<file path="src/hw/rtl/rvalu_pkg.sv">
// Shared types, constants and helpers for the RV32I ALU execute block.
// No dependencies; imported by every module of the block.
`default_nettype none

package rvalu_pkg;

  localparam int Xlen     = 32;
  localparam int RegAddrW = 5;                 // rd/rs1/rs2 field width in the instruction
  localparam int NumRegs  = 32;                // legal range 16..32
  localparam int RegIdxW  = $clog2(NumRegs);

  typedef enum logic [3:0] {
    OP_ADD  = 4'd0,
    OP_SUB  = 4'd1,
    OP_XOR  = 4'd2,
    OP_OR   = 4'd3,
    OP_AND  = 4'd4,
    OP_SLL  = 4'd5,
    OP_SRL  = 4'd6,
    OP_SRA  = 4'd7,
    OP_SLT  = 4'd8,
    OP_SLTU = 4'd9,
    OP_ADDI = 4'd10,
    OP_XORI = 4'd11,
    OP_ORI  = 4'd12,
    OP_ANDI = 4'd13,
    OP_SLLI = 4'd14,
    OP_SRLI = 4'd15
  } alu_op_e;

  typedef struct packed {
    alu_op_e          op;
    logic [Xlen-1:0]  instr_word;
  } in_beat_t;

  typedef struct packed {
    logic [RegAddrW-1:0] dest_index;
    logic [Xlen-1:0]     dest_value;
  } out_beat_t;

  typedef struct packed {
    logic                en;
    logic [RegAddrW-1:0] addr;
    logic [Xlen-1:0]     data;
  } rf_wr_t;

  // True for an index that maps onto a real, writable register (not x0).
  function automatic logic reg_present(logic [RegAddrW-1:0] idx);
    return (idx != '0) && (int'(idx) < NumRegs);
  endfunction

endpackage

`default_nettype wire

</file>
<file path="src/hw/rtl/rvalu_regfile.sv">
// Integer register file: one write port, two registered read ports with write-through.
// Depends on rvalu_pkg. Per-entry valid bits make unwritten entries read as zero.
`default_nettype none

module rvalu_regfile
  import rvalu_pkg::*;
(
  input  wire logic                clk_i,
  input  wire logic                rst_ni,
  input  wire logic                rd_en_i,
  input  wire logic [RegAddrW-1:0] rs1_addr_i,
  input  wire logic [RegAddrW-1:0] rs2_addr_i,
  input  wire rf_wr_t              wr_i,
  output logic      [Xlen-1:0]     rs1_data_o,
  output logic      [Xlen-1:0]     rs2_data_o
);

  logic [Xlen-1:0]    mem [NumRegs];
  logic [NumRegs-1:0] valid_q;
  logic [Xlen-1:0]    rs1_data_q;
  logic [Xlen-1:0]    rs2_data_q;

  // wr_i.en is only raised for present, nonzero indices
  always_ff @(posedge clk_i or negedge rst_ni) begin
    if (!rst_ni) begin
      valid_q <= '0;
    end else if (wr_i.en) begin
      valid_q[wr_i.addr[RegIdxW-1:0]] <= 1'b1;
    end
  end

  always_ff @(posedge clk_i) begin
    if (wr_i.en) begin
      mem[wr_i.addr[RegIdxW-1:0]] <= wr_i.data;
    end
    if (rd_en_i) begin
      // same-edge write goes straight through to the reader
      if (wr_i.en && (wr_i.addr == rs1_addr_i)) begin
        rs1_data_q <= wr_i.data;
      end else if (reg_present(rs1_addr_i) && valid_q[rs1_addr_i[RegIdxW-1:0]]) begin
        rs1_data_q <= mem[rs1_addr_i[RegIdxW-1:0]];
      end else begin
        rs1_data_q <= '0;
      end
      if (wr_i.en && (wr_i.addr == rs2_addr_i)) begin
        rs2_data_q <= wr_i.data;
      end else if (reg_present(rs2_addr_i) && valid_q[rs2_addr_i[RegIdxW-1:0]]) begin
        rs2_data_q <= mem[rs2_addr_i[RegIdxW-1:0]];
      end else begin
        rs2_data_q <= '0;
      end
    end
  end

  assign rs1_data_o = rs1_data_q;
  assign rs2_data_o = rs2_data_q;

endmodule

`default_nettype wire

</file>
<file path="src/hw/rtl/rvalu_alu.sv">
// Combinational RV32I integer ALU: register and immediate forms.
// Depends on rvalu_pkg for the op encoding.
`default_nettype none

module rvalu_alu
  import rvalu_pkg::*;
(
  input  wire alu_op_e         op_i,
  input  wire logic [Xlen-1:0] rs1_val_i,
  input  wire logic [Xlen-1:0] rs2_val_i,
  input  wire logic [Xlen-1:0] imm_i,
  output logic      [Xlen-1:0] result_o
);

  logic [4:0] shamt_r;
  logic [4:0] shamt_i;

  assign shamt_r = rs2_val_i[4:0];
  assign shamt_i = imm_i[4:0];

  always_comb begin
    unique case (op_i)
      OP_ADD:  result_o = rs1_val_i + rs2_val_i;
      OP_SUB:  result_o = rs1_val_i - rs2_val_i;
      OP_XOR:  result_o = rs1_val_i ^ rs2_val_i;
      OP_OR:   result_o = rs1_val_i | rs2_val_i;
      OP_AND:  result_o = rs1_val_i & rs2_val_i;
      OP_SLL:  result_o = rs1_val_i << shamt_r;
      OP_SRL:  result_o = rs1_val_i >> shamt_r;
      OP_SRA:  result_o = $unsigned($signed(rs1_val_i) >>> shamt_r);
      OP_SLT:  result_o = {{(Xlen-1){1'b0}}, $signed(rs1_val_i) < $signed(rs2_val_i)};
      OP_SLTU: result_o = {{(Xlen-1){1'b0}}, rs1_val_i < rs2_val_i};
      OP_ADDI: result_o = rs1_val_i + imm_i;
      OP_XORI: result_o = rs1_val_i ^ imm_i;
      OP_ORI:  result_o = rs1_val_i | imm_i;
      OP_ANDI: result_o = rs1_val_i & imm_i;
      OP_SLLI: result_o = rs1_val_i << shamt_i;
      OP_SRLI: result_o = rs1_val_i >> shamt_i;
      default: result_o = '0;
    endcase
  end

endmodule

`default_nettype wire

</file>
<file path="src/hw/rtl/rv32i_alu_execute_top.sv">
// RV32I ALU execute block. An accepted input beat passes through a register-file read
// stage, then an ALU stage into the output register, and then leaves as a result beat.
// Throughput: one beat per cycle while out_stall_i is low; back-to-back dependencies resolve
// by write-through in the register file's registered read port.
// Reset: control state cleared; all registers read zero until written (per-entry valid
// bits, no clearing pass). Depends on rvalu_pkg, rvalu_regfile, rvalu_alu.
`default_nettype none

module rv32i_alu_execute_top
  import rvalu_pkg::*;
(
  input  wire logic      clk_i,
  input  wire logic      rst_ni,
  input  wire logic      in_valid_i,
  output logic           in_stall_o,
  input  wire in_beat_t  in_beat_i,
  output logic           out_valid_o,
  input  wire logic      out_stall_i,
  output out_beat_t      out_beat_o
);

  logic      ex_valid_q, ex_valid_d;
  in_beat_t  ex_beat_q;
  logic      out_valid_q, out_valid_d;
  out_beat_t out_beat_q;

  logic      in_accept;
  logic      out_free;
  logic      ex_adv;

  logic [RegAddrW-1:0] ex_rd;
  logic [Xlen-1:0]     ex_imm;
  logic [Xlen-1:0]     rs1_val, rs2_val;
  logic [Xlen-1:0]     alu_res;
  logic [Xlen-1:0]     dest_val;
  rf_wr_t              rf_wr;

  assign out_free   = !out_valid_q || !out_stall_i;
  assign ex_adv     = ex_valid_q && out_free;
  assign in_stall_o = ex_valid_q && !out_free;
  assign in_accept  = in_valid_i && !in_stall_o;

  assign ex_valid_d  = in_accept || (ex_valid_q && !out_free);
  assign out_valid_d = ex_adv || (out_valid_q && out_stall_i);

  always_ff @(posedge clk_i or negedge rst_ni) begin
    if (!rst_ni) begin
      ex_valid_q  <= 1'b0;
      out_valid_q <= 1'b0;
    end else begin
      ex_valid_q  <= ex_valid_d;
      out_valid_q <= out_valid_d;
    end
  end

  always_ff @(posedge clk_i) begin
    if (in_accept) begin
      ex_beat_q <= in_beat_i;
    end
    if (ex_adv) begin
      out_beat_q.dest_index <= ex_rd;
      out_beat_q.dest_value <= dest_val;
    end
  end

  rvalu_regfile u_regfile (
    .clk_i      (clk_i),
    .rst_ni     (rst_ni),
    .rd_en_i    (in_accept),
    .rs1_addr_i (in_beat_i.instr_word[19:15]),
    .rs2_addr_i (in_beat_i.instr_word[24:20]),
    .wr_i       (rf_wr),
    .rs1_data_o (rs1_val),
    .rs2_data_o (rs2_val)
  );

  assign ex_rd  = ex_beat_q.instr_word[11:7];
  assign ex_imm = {{(Xlen-12){ex_beat_q.instr_word[31]}}, ex_beat_q.instr_word[31:20]};

  rvalu_alu u_alu (
    .op_i      (ex_beat_q.op),
    .rs1_val_i (rs1_val),
    .rs2_val_i (rs2_val),
    .imm_i     (ex_imm),
    .result_o  (alu_res)
  );

  // x0 reports zero; out-of-range rd still reports the computed value
  assign dest_val = (ex_rd == '0) ? '0 : alu_res;

  assign rf_wr.en   = ex_adv && reg_present(ex_rd);
  assign rf_wr.addr = ex_rd;
  assign rf_wr.data = alu_res;

  assign out_valid_o = out_valid_q;
  assign out_beat_o  = out_beat_q;

endmodule

`default_nettype wire
</file>
<file path="config.mk">
export PLATFORM = sky130hd
export DESIGN_NAME = rv32i_alu_execute_top
export DESIGN_NICKNAME = d
export VERILOG_FILES = /design/src/hw/rtl/rvalu_pkg.sv /design/src/hw/rtl/rvalu_regfile.sv /design/src/hw/rtl/rvalu_alu.sv /design/src/hw/rtl/rv32i_alu_execute_top.sv
export SDC_FILE = /design/constraint.sdc
export NUM_CORES = 2
export LEC_CHECK = 0
export BUFFER_PORTS_ARGS = -buffer_cell sky130_fd_sc_hd__buf_2
export CORE_MARGIN = 2
export CORE_UTILIZATION = 39
export CTS_CLUSTER_SIZE = 8
export DETAILED_ROUTE_END_ITERATION = 8
export PLACE_DENSITY_LB_ADDON = 0.08
export REMOVE_ABC_BUFFERS = 1
export SLEW_MARGIN = 20
export SYNTH_ARGS = -nofsm -noshare
export SYNTH_HDL_FRONTEND = slang
export SYNTH_HIERARCHICAL = 1
export SYNTH_SLANG_ARGS = --single-unit
</file>
<file path="constraint.sdc">
create_clock -name clk_i -period 6.8 [get_ports clk_i]
set_clock_uncertainty 0.15 [all_clocks]
set_input_delay 1.02 -clock clk_i [delete_from_list [all_inputs] [get_ports clk_i]]
set_output_delay 1.02 -clock clk_i [all_outputs]
set_load 0.005 [all_outputs]
</file>
Word level (Yosys, flattened, before mapping)
Memory sizes are Yosys's and may differ from the RTL's.
Index checks and enable logic that the tools add are counted.
{"block": "op_classes", "add_sub_neg": 3, "n_lt_le_gt_ge": 6, "eq_ne": 17, "shift": 5, "muxes": 13, "bitwise_logic": 7, "reduce_logical": 22}
{"op": "case mux 32 bit (16 select lines)", "n": 1}
{"op": "two-way mux 32 bit", "n": 4}
{"op": "OR 32 bit", "n": 3}
{"op": "adder 32 bit", "n": 2}
{"op": "AND 32 bit", "n": 2}
{"op": "less-than comparator 32 bit", "n": 2}
{"op": "left shift 32 x 5 -> 32 bit", "n": 2}
{"op": "right shift 32 x 5 -> 32 bit", "n": 2}
{"op": "XOR 32 bit", "n": 2}
{"op": "== test 4 bit (second input constant)", "n": 8}
{"op": ">>> shifter 32 x 5 -> 32 bit", "n": 1}
{"op": "subtractor 32 bit", "n": 1}
{"op": "less-than comparator 5 x 6 -> 1 bit (second input constant)", "n": 3}
{"op": "== test 4 x 3 -> 1 bit (second input constant)", "n": 4}
{"op": "nonzero test 5 bit", "n": 3}
{"op": "binary-select mux 1 bit (select 5 bit)", "n": 2}
{"op": "== test 5 bit", "n": 2}
{"op": "logical AND 1 bit", "n": 10}
{"op": "== test 4 x 2 -> 1 bit (second input constant)", "n": 2}
{"op": "demux 1 bit (select 5 bit)", "n": 1}
{"op": "greater-or-equal comparator 5 x 1 -> 1 bit (second input constant)", "n": 1}
{"op": "zero test 5 bit", "n": 1}
{"op": "two-way mux 1 bit", "n": 5}
{"op": "== test 4 x 1 -> 1 bit (second input constant)", "n": 1}
{"op": "other kinds (3)", "n": 8}
{"block": "word_totals", "register_bits": 171, "mem_bits_rw": 1024, "inputBits": 40, "output_inout_bits": 39, "memories": 1}
{"memory": "u_regfile.mem", "depth": 32, "word_bits": 32, "read_ports": 2, "rd_clocked_by_memory_dff": 0, "wr": 1, "line": "rvalu_regfile.sv:18", "rtl": "logic [Xlen-1:0] mem [NumRegs];"}

Logic depth before layout (Yosys ltp)
{"block": "depth", "word_depth": 7, "ltp_mapped": 20, "depth_no_buf": 17}

Hierarchy
Netlist, hierarchy kept.
{"mod": "rvalu_regfile", "instances": 1, "cells_per_inst": 2668, "area_each_um2": 51254.2, "seq_area_each_um2": 33447.1}
{"mod": "rvalu_alu", "instances": 1, "cells_per_inst": 1705, "area_each_um2": 11955.2, "seq_area_each_um2": 0.0}
{"mod": "rv32i_alu_execute_top", "instances": 1, "cells_per_inst": 107, "area_each_um2": 2157.1, "seq_area_each_um2": 1791.7}

Least setup slack after synthesis
OpenSTA, ideal clock, no wires.
{"block": "synth_path", "path_type": "input to register", "from": "input port out_stall_i", "to": "memory u_regfile.mem[28][0], enable pin", "setup_time_ps": 422, "t_arrival_ps": 6301, "t_required_ps": 6228, "setup_slack_ps": -73, "stages": 5, "path_buffers": 1, "cell_sequence": "a21boi_0 > a21boi_1 > or3b_2 > clkbuf_1 > nor2_1"}
{"item": "start, declared", "line": "rv32i_alu_execute_top.sv:18", "rtl": "input wire logic out_stall_i,"}
{"item": "end, declared", "line": "rvalu_regfile.sv:18"}

Final worst setup path
{"block": "layout_path", "from": "register ex_beat_q[35] (netlist bit)", "to": "register u_regfile.rs1_data_q[30], in the netlist u_regfile/rs1_data_o[30], data pin"}
{"block": "layout_via", "elab_chain_cells": 3}
{"item": "start, declared", "line": "rv32i_alu_execute_top.sv:23", "rtl": "in_beat_t ex_beat_q;"}
{"item": "start signal, assigned", "line": "rv32i_alu_execute_top.sv:58", "rtl": "ex_beat_q <= in_beat_i;"}
{"item": "== test 4 bit (tied with other cells)", "line": "rvalu_alu.sv:22", "rtl": "unique case (op_i)"}
{"item": "case mux 32 bit (16 select lines) *", "line": "rvalu_alu.sv:22"}
{"item": "net alu_res[30]", "line": "rv32i_alu_execute_top.sv:34", "rtl": "logic [Xlen-1:0] alu_res;"}
{"item": "two-way mux 32 bit *", "line": "rvalu_regfile.sv:38", "rtl": "if (wr_i.en && (wr_i.addr == rs1_addr_i)) begin"}
{"item": "end signal, assigned", "line": "rvalu_regfile.sv:39", "rtl": "rs1_data_q <= wr_i.data;"}
{"item": "end signal, assigned", "line": "rvalu_regfile.sv:41", "rtl": "rs1_data_q <= mem[rs1_addr_i[RegIdxW-1:0]];"}
{"item": "end, declared", "line": "rvalu_regfile.sv:20", "rtl": "logic [Xlen-1:0] rs1_data_q;"}
The timed path passes the listed nets; every way through them passes the cells marked *.
A chain may end at the register's enable or synchronous reset.

==> impl_results.md <==
- Unrepaired setup endpoints after global routing: false
- Routed via count: 45200
- Non-filler instance count after layout: 6798
- Remaining design rule violation count: 0
- Most Frequent Cell on Critical Path: sky130_fd_sc_hd__buf_4
- Number of enable-type register cells in the synthesized netlist: 1146
- R2R Path Start: ex_beat_q[35]$_DFFE_PP_
- Area of the mapped netlist: 65400 um2
- Nature of the critical path endpoint: register
- TritonRoute pass-1 iters: 7
- Count of input and output buffers: 68
- Avg WL per Cell: 37.7 um
- Pwr/cell area: 275 nW/um2
- Largest cells by area after synthesis: sky130_fd_sc_hd__edfxtp_1 53%, sky130_fd_sc_hd__mux4_2 18%, sky130_fd_sc_hd__mux2i_1 7.1%
- Proportion of netlist area held by the largest area contributor: 52.6%
- Status: finished, final reports clean
- Total design power: 20.2 mW
- Adder-Cell Fraction of Synth Area: 1.27%
- Clock buffer count from CTS: 166
- Overflow left after global routing: 0
- Synth Area in Compound Gates: 9.30%
- Initial DRC Count: 5725
- Cell at the root of the clock tree: sky130_fd_sc_hd__clkbuf_16
- Family with the most delay on the worst path: simple AND/OR/NAND/NOR gates
- Die Height: 413 um
- Die width: 413 um
- Cell type with the highest aggregate area in the netlist: sky130_fd_sc_hd__edfxtp_1
- Most frequent cells after synthesis: 1146 x sky130_fd_sc_hd__edfxtp_1, 512 x sky130_fd_sc_hd__mux4_2, 463 x sky130_fd_sc_hd__mux2i_1
- Final critical path time including I/O delays and setup: 5.63 ns
- Seq cells post-synth: 1179
- Max Transition Viols Final: 0
- Worst supply voltage drop on vdd: 221 uV
- Overall die area: 171000 um2
- Core Rows: 150
- Crit-path cells: buf_4 -> nand2b_1 -> nor2_4 -> buf_4 -> o21ai_0 -> ha_1 -> nand2_1 -> nor4_1 -> and2_1 -> a221oi_1 -> o311ai_1 -> and4_1 -> or3_1 -> nand3_1 -> o211ai_1 -> buf_4 -> a22o_1
- Maximum number of pins on one net before global-route repair: 109
- Leak Pwr: 25.1 nW
- Area added between synthesis and finish: 12.6%
- Top fanout value on the critical path: 40
- Antenna violations before repair: 10
- PostCTS Resize Cnt: 0
- Sequential element share of the synthesized area: 53.9%
- Post-CTS setup repair buffer count: 0
- Storage cell area: 35200 um2
- Dpl cells: 6597
- Global routing usage summed across all routing layers: 29.9%
- Worst Max-Slew Pin Slew: 1.20 ns
- Number of buffers added to fix hold violations after cts: 0
- Total Routed Length: 256 mm
- Area share of and/or/nand/nor cells after synthesis: 5.53%
- Arrival time of data at the critical path endpoint: 6.15 ns
- Share of final-layout standard cells stronger than drive strength 1: 25.3%
- Latest clock arrival within the worst-skew pair: 0.81 ns
- Number of failing hold endpoints at the final stage: 0
- Number of clock sinks seen by CTS: 1179
- Classification of the worst-slack hold path: in -> async
- Critical-path top delay cell: sky130_fd_sc_hd__nor4_1
- Total Nets Final: 4666
- Wire length of the first global-routing pass: 356 mm
- Multiplexer share of the synthesized area: 25.6%
- Period utilisation layout: 82.8%
- H-tree Lvls: 4
- Element type at the critical path start: register
- Fraction of registers with async set/reset: 2.80%
- Combinational family with the most area after synthesis: multiplexers
- Clock tree from TritonCTS: yes
- Number of global-route vias before repair: 44700
- Type of the setup path with the least slack: reg -> reg
- Critical Path RT: 7.32 ns
- Cells on worst reg2reg path: 17
- Worst slew slack as a fraction of its limit: 19.6%
- Library cell with the highest instance count after synthesis: sky130_fd_sc_hd__edfxtp_1
- Flop2flop setup slack: 1.17 ns
- Synthesized area per cell: 14.6 um2
- Antenna viol nets, final: 0
- I/O pin cnt: 79
- Starting density of the core: 39.2%
- Gate count of the mapped netlist: 4480
- Clock tree buffer depth: 3
- Flip-flop cell with the highest count after synthesis: sky130_fd_sc_hd__edfxtp_1
- Weighted congestion reported at the end of routability-driven placement: 0.992
- Area of combinational cells with multiple inputs: 28600 um2
- Yosys warnings: 6
- Layout filler cell count: 14800
- Bufs and invs on worst path: 3
- Area of the core region: 167000 um2
- Drt via density: 6.66
- Share of the core filled with cells in the final layout: 44.1%
- Placed wire-length estimate: 164 mm
- Achievable Freq: 178 MHz
- Synth unique cells: 90
- Critical Path Max Stage Delay: 0.62 ns
- Clk pin slew, worst setup/hold paths: 0.05 ns
- Setup Viol. Count Final: 0
- Xor and xnor fraction of the mapped netlist area: 1.18%
- Max-cap viol count: 0
- Reg2reg end: u_regfile/rs1_data_o[30]$_DFFE_PP_
[sequential cells by signal (all words and copies together), names as in the netlist]
name,cells
ex_valid_q,1
out_beat_o,37
u_regfile/mem,1024
u_regfile/rs2_data_o,32
u_regfile/valid_q,31
out_valid_o,1
ex_beat_q,21
u_regfile/rs1_data_o,32
[kinds of logic after synthesis]
kind of cell,Yosys count
fa+ha+maj,65
compound gates,900
mux,1023
simple gates,785
flops,1179
xor+xnor,88
buf+inv,440
[layer usage]
layer	GRT usage, %	vias up	share of wire [%]
li1	-	18400	-
met1	42.7	24100	43
met2	46.4	2257	46
met3	5.28	429	8.2
met4	9.34	2	3.1
met5	0	-	0.0031
[cells in the final DEF, fill, tap and decap left out, types with 19 or more instances in the layout]
| master | netlist | routed |
|---|---|---|
| sky130_fd_sc_hd__nor2_1 | 202 | 166 |
| sky130_fd_sc_hd__a21boi_1 | 27 | 27 |
| sky130_fd_sc_hd__mux2i_1 | 463 | 460 |
| sky130_fd_sc_hd__nand2_1 | 281 | 278 |
| sky130_fd_sc_hd__o221ai_1 | 63 | 54 |
| sky130_fd_sc_hd__clkbuf_16 | 0 | 166 |
| sky130_fd_sc_hd__xnor2_1 | 48 | 48 |
| sky130_fd_sc_hd__a21o_1 | 23 | 23 |
| sky130_fd_sc_hd__a22oi_1 | 56 | 55 |
| sky130_fd_sc_hd__dfrtp_1 | 33 | 33 |
| sky130_fd_sc_hd__a31oi_1 | 46 | 45 |
| sky130_fd_sc_hd__a221oi_1 | 20 | 20 |
| sky130_fd_sc_hd__a32o_1 | 32 | 32 |
| sky130_fd_sc_hd__inv_1 | 59 | 56 |
| sky130_fd_sc_hd__nand3_1 | 95 | 95 |
| sky130_fd_sc_hd__nand2b_1 | 22 | 19 |
| sky130_fd_sc_hd__o22ai_1 | 117 | 117 |
| sky130_fd_sc_hd__nor3_1 | 29 | 26 |
| sky130_fd_sc_hd__o21ai_1 | 44 | 44 |
| sky130_fd_sc_hd__a211oi_1 | 68 | 68 |
| sky130_fd_sc_hd__o21ai_0 | 123 | 123 |
| sky130_fd_sc_hd__or2_2 | 39 | 39 |
| sky130_fd_sc_hd__a21oi_1 | 155 | 153 |
| sky130_fd_sc_hd__buf_2 | 94 | 60 |
| sky130_fd_sc_hd__ha_1 | 63 | 63 |
| sky130_fd_sc_hd__nor2_4 | 0 | 35 |
| sky130_fd_sc_hd__buf_4 | 41 | 211 |
| sky130_fd_sc_hd__edfxtp_1 | 1146 | 1146 |
| sky130_fd_sc_hd__o211ai_1 | 24 | 24 |
| sky130_fd_sc_hd__xor2_1 | 40 | 40 |
| sky130_fd_sc_hd__mux4_2 | 512 | 512 |
| sky130_fd_sc_hd__mux2_2 | 35 | 35 |
[per-stage QoR]
stage | setup TNS (ns) | cell area [um2] | worst slack (ns) | hold WS, ns
floorplan | -162.98 | 63500 | -0.640 | 0.292
global placement | 0 | 69000 | 1.13 | 0.316
detailed placement | 0 | 69100 | 1.18 | 0.323
CTS | 0 | 73600 | 1.16 | 0.131
global route | 0 | 73600 | 0.806 | 0.185
finish | 0 | 73600 | 1.17 | 0.140
[worst max path at each step]
stage / depth (start not counted) / slack [ns] / from / endpoint
final: 17 / 1.17 / ex_beat_q[35]$_DFFE_PP_ / u_regfile/rs1_data_o[30]$_DFFE_PP_
after CTS: 17 / 1.16 / ex_beat_q[35]$_DFFE_PP_ / out_beat_o[30]$_SDFFCE_PN0P_
after detailed placement: 17 / 1.18 / ex_beat_q[35]$_DFFE_PP_ / u_regfile/rs1_data_o[30]$_DFFE_PP_
after global placement: 17 / 1.13 / ex_beat_q[35]$_DFFE_PP_ / u_regfile/rs1_data_o[30]$_DFFE_PP_
after floorplan: 8 / -0.64 / ex_beat_q[35]$_DFFE_PP_ / u_regfile/mem[0][12]$_DFFE_PP_
after global routing: 17 / 0.81 / ex_beat_q[35]$_DFFE_PP_ / out_beat_o[30]$_SDFFCE_PN0P_
[power breakdown]
| group | internal, mW | total (mW) | switching (mW) |
|---|---|---|---|
| combinational | 1.35 | 3.96 | 2.61 |
| sequential | 8.61 | 8.78 | 0.174 |
| clock | 4.36 | 7.48 | 3.12 |
[layout make-up]
class                           instances  share of cell area (%)
Inverter                               61                   0.318
Timing Repair Buffer                  292                    3.11
Antenna cell                            2                 0.00680
Sequential cell                      1179                    47.9
Clock inverter                         18                   0.439
Multi-Input combinational cell       2861                    38.8
Clock buffer                          181                    5.72
Tap cell                             2204                    3.75
(Power assumes the default switching activity.)
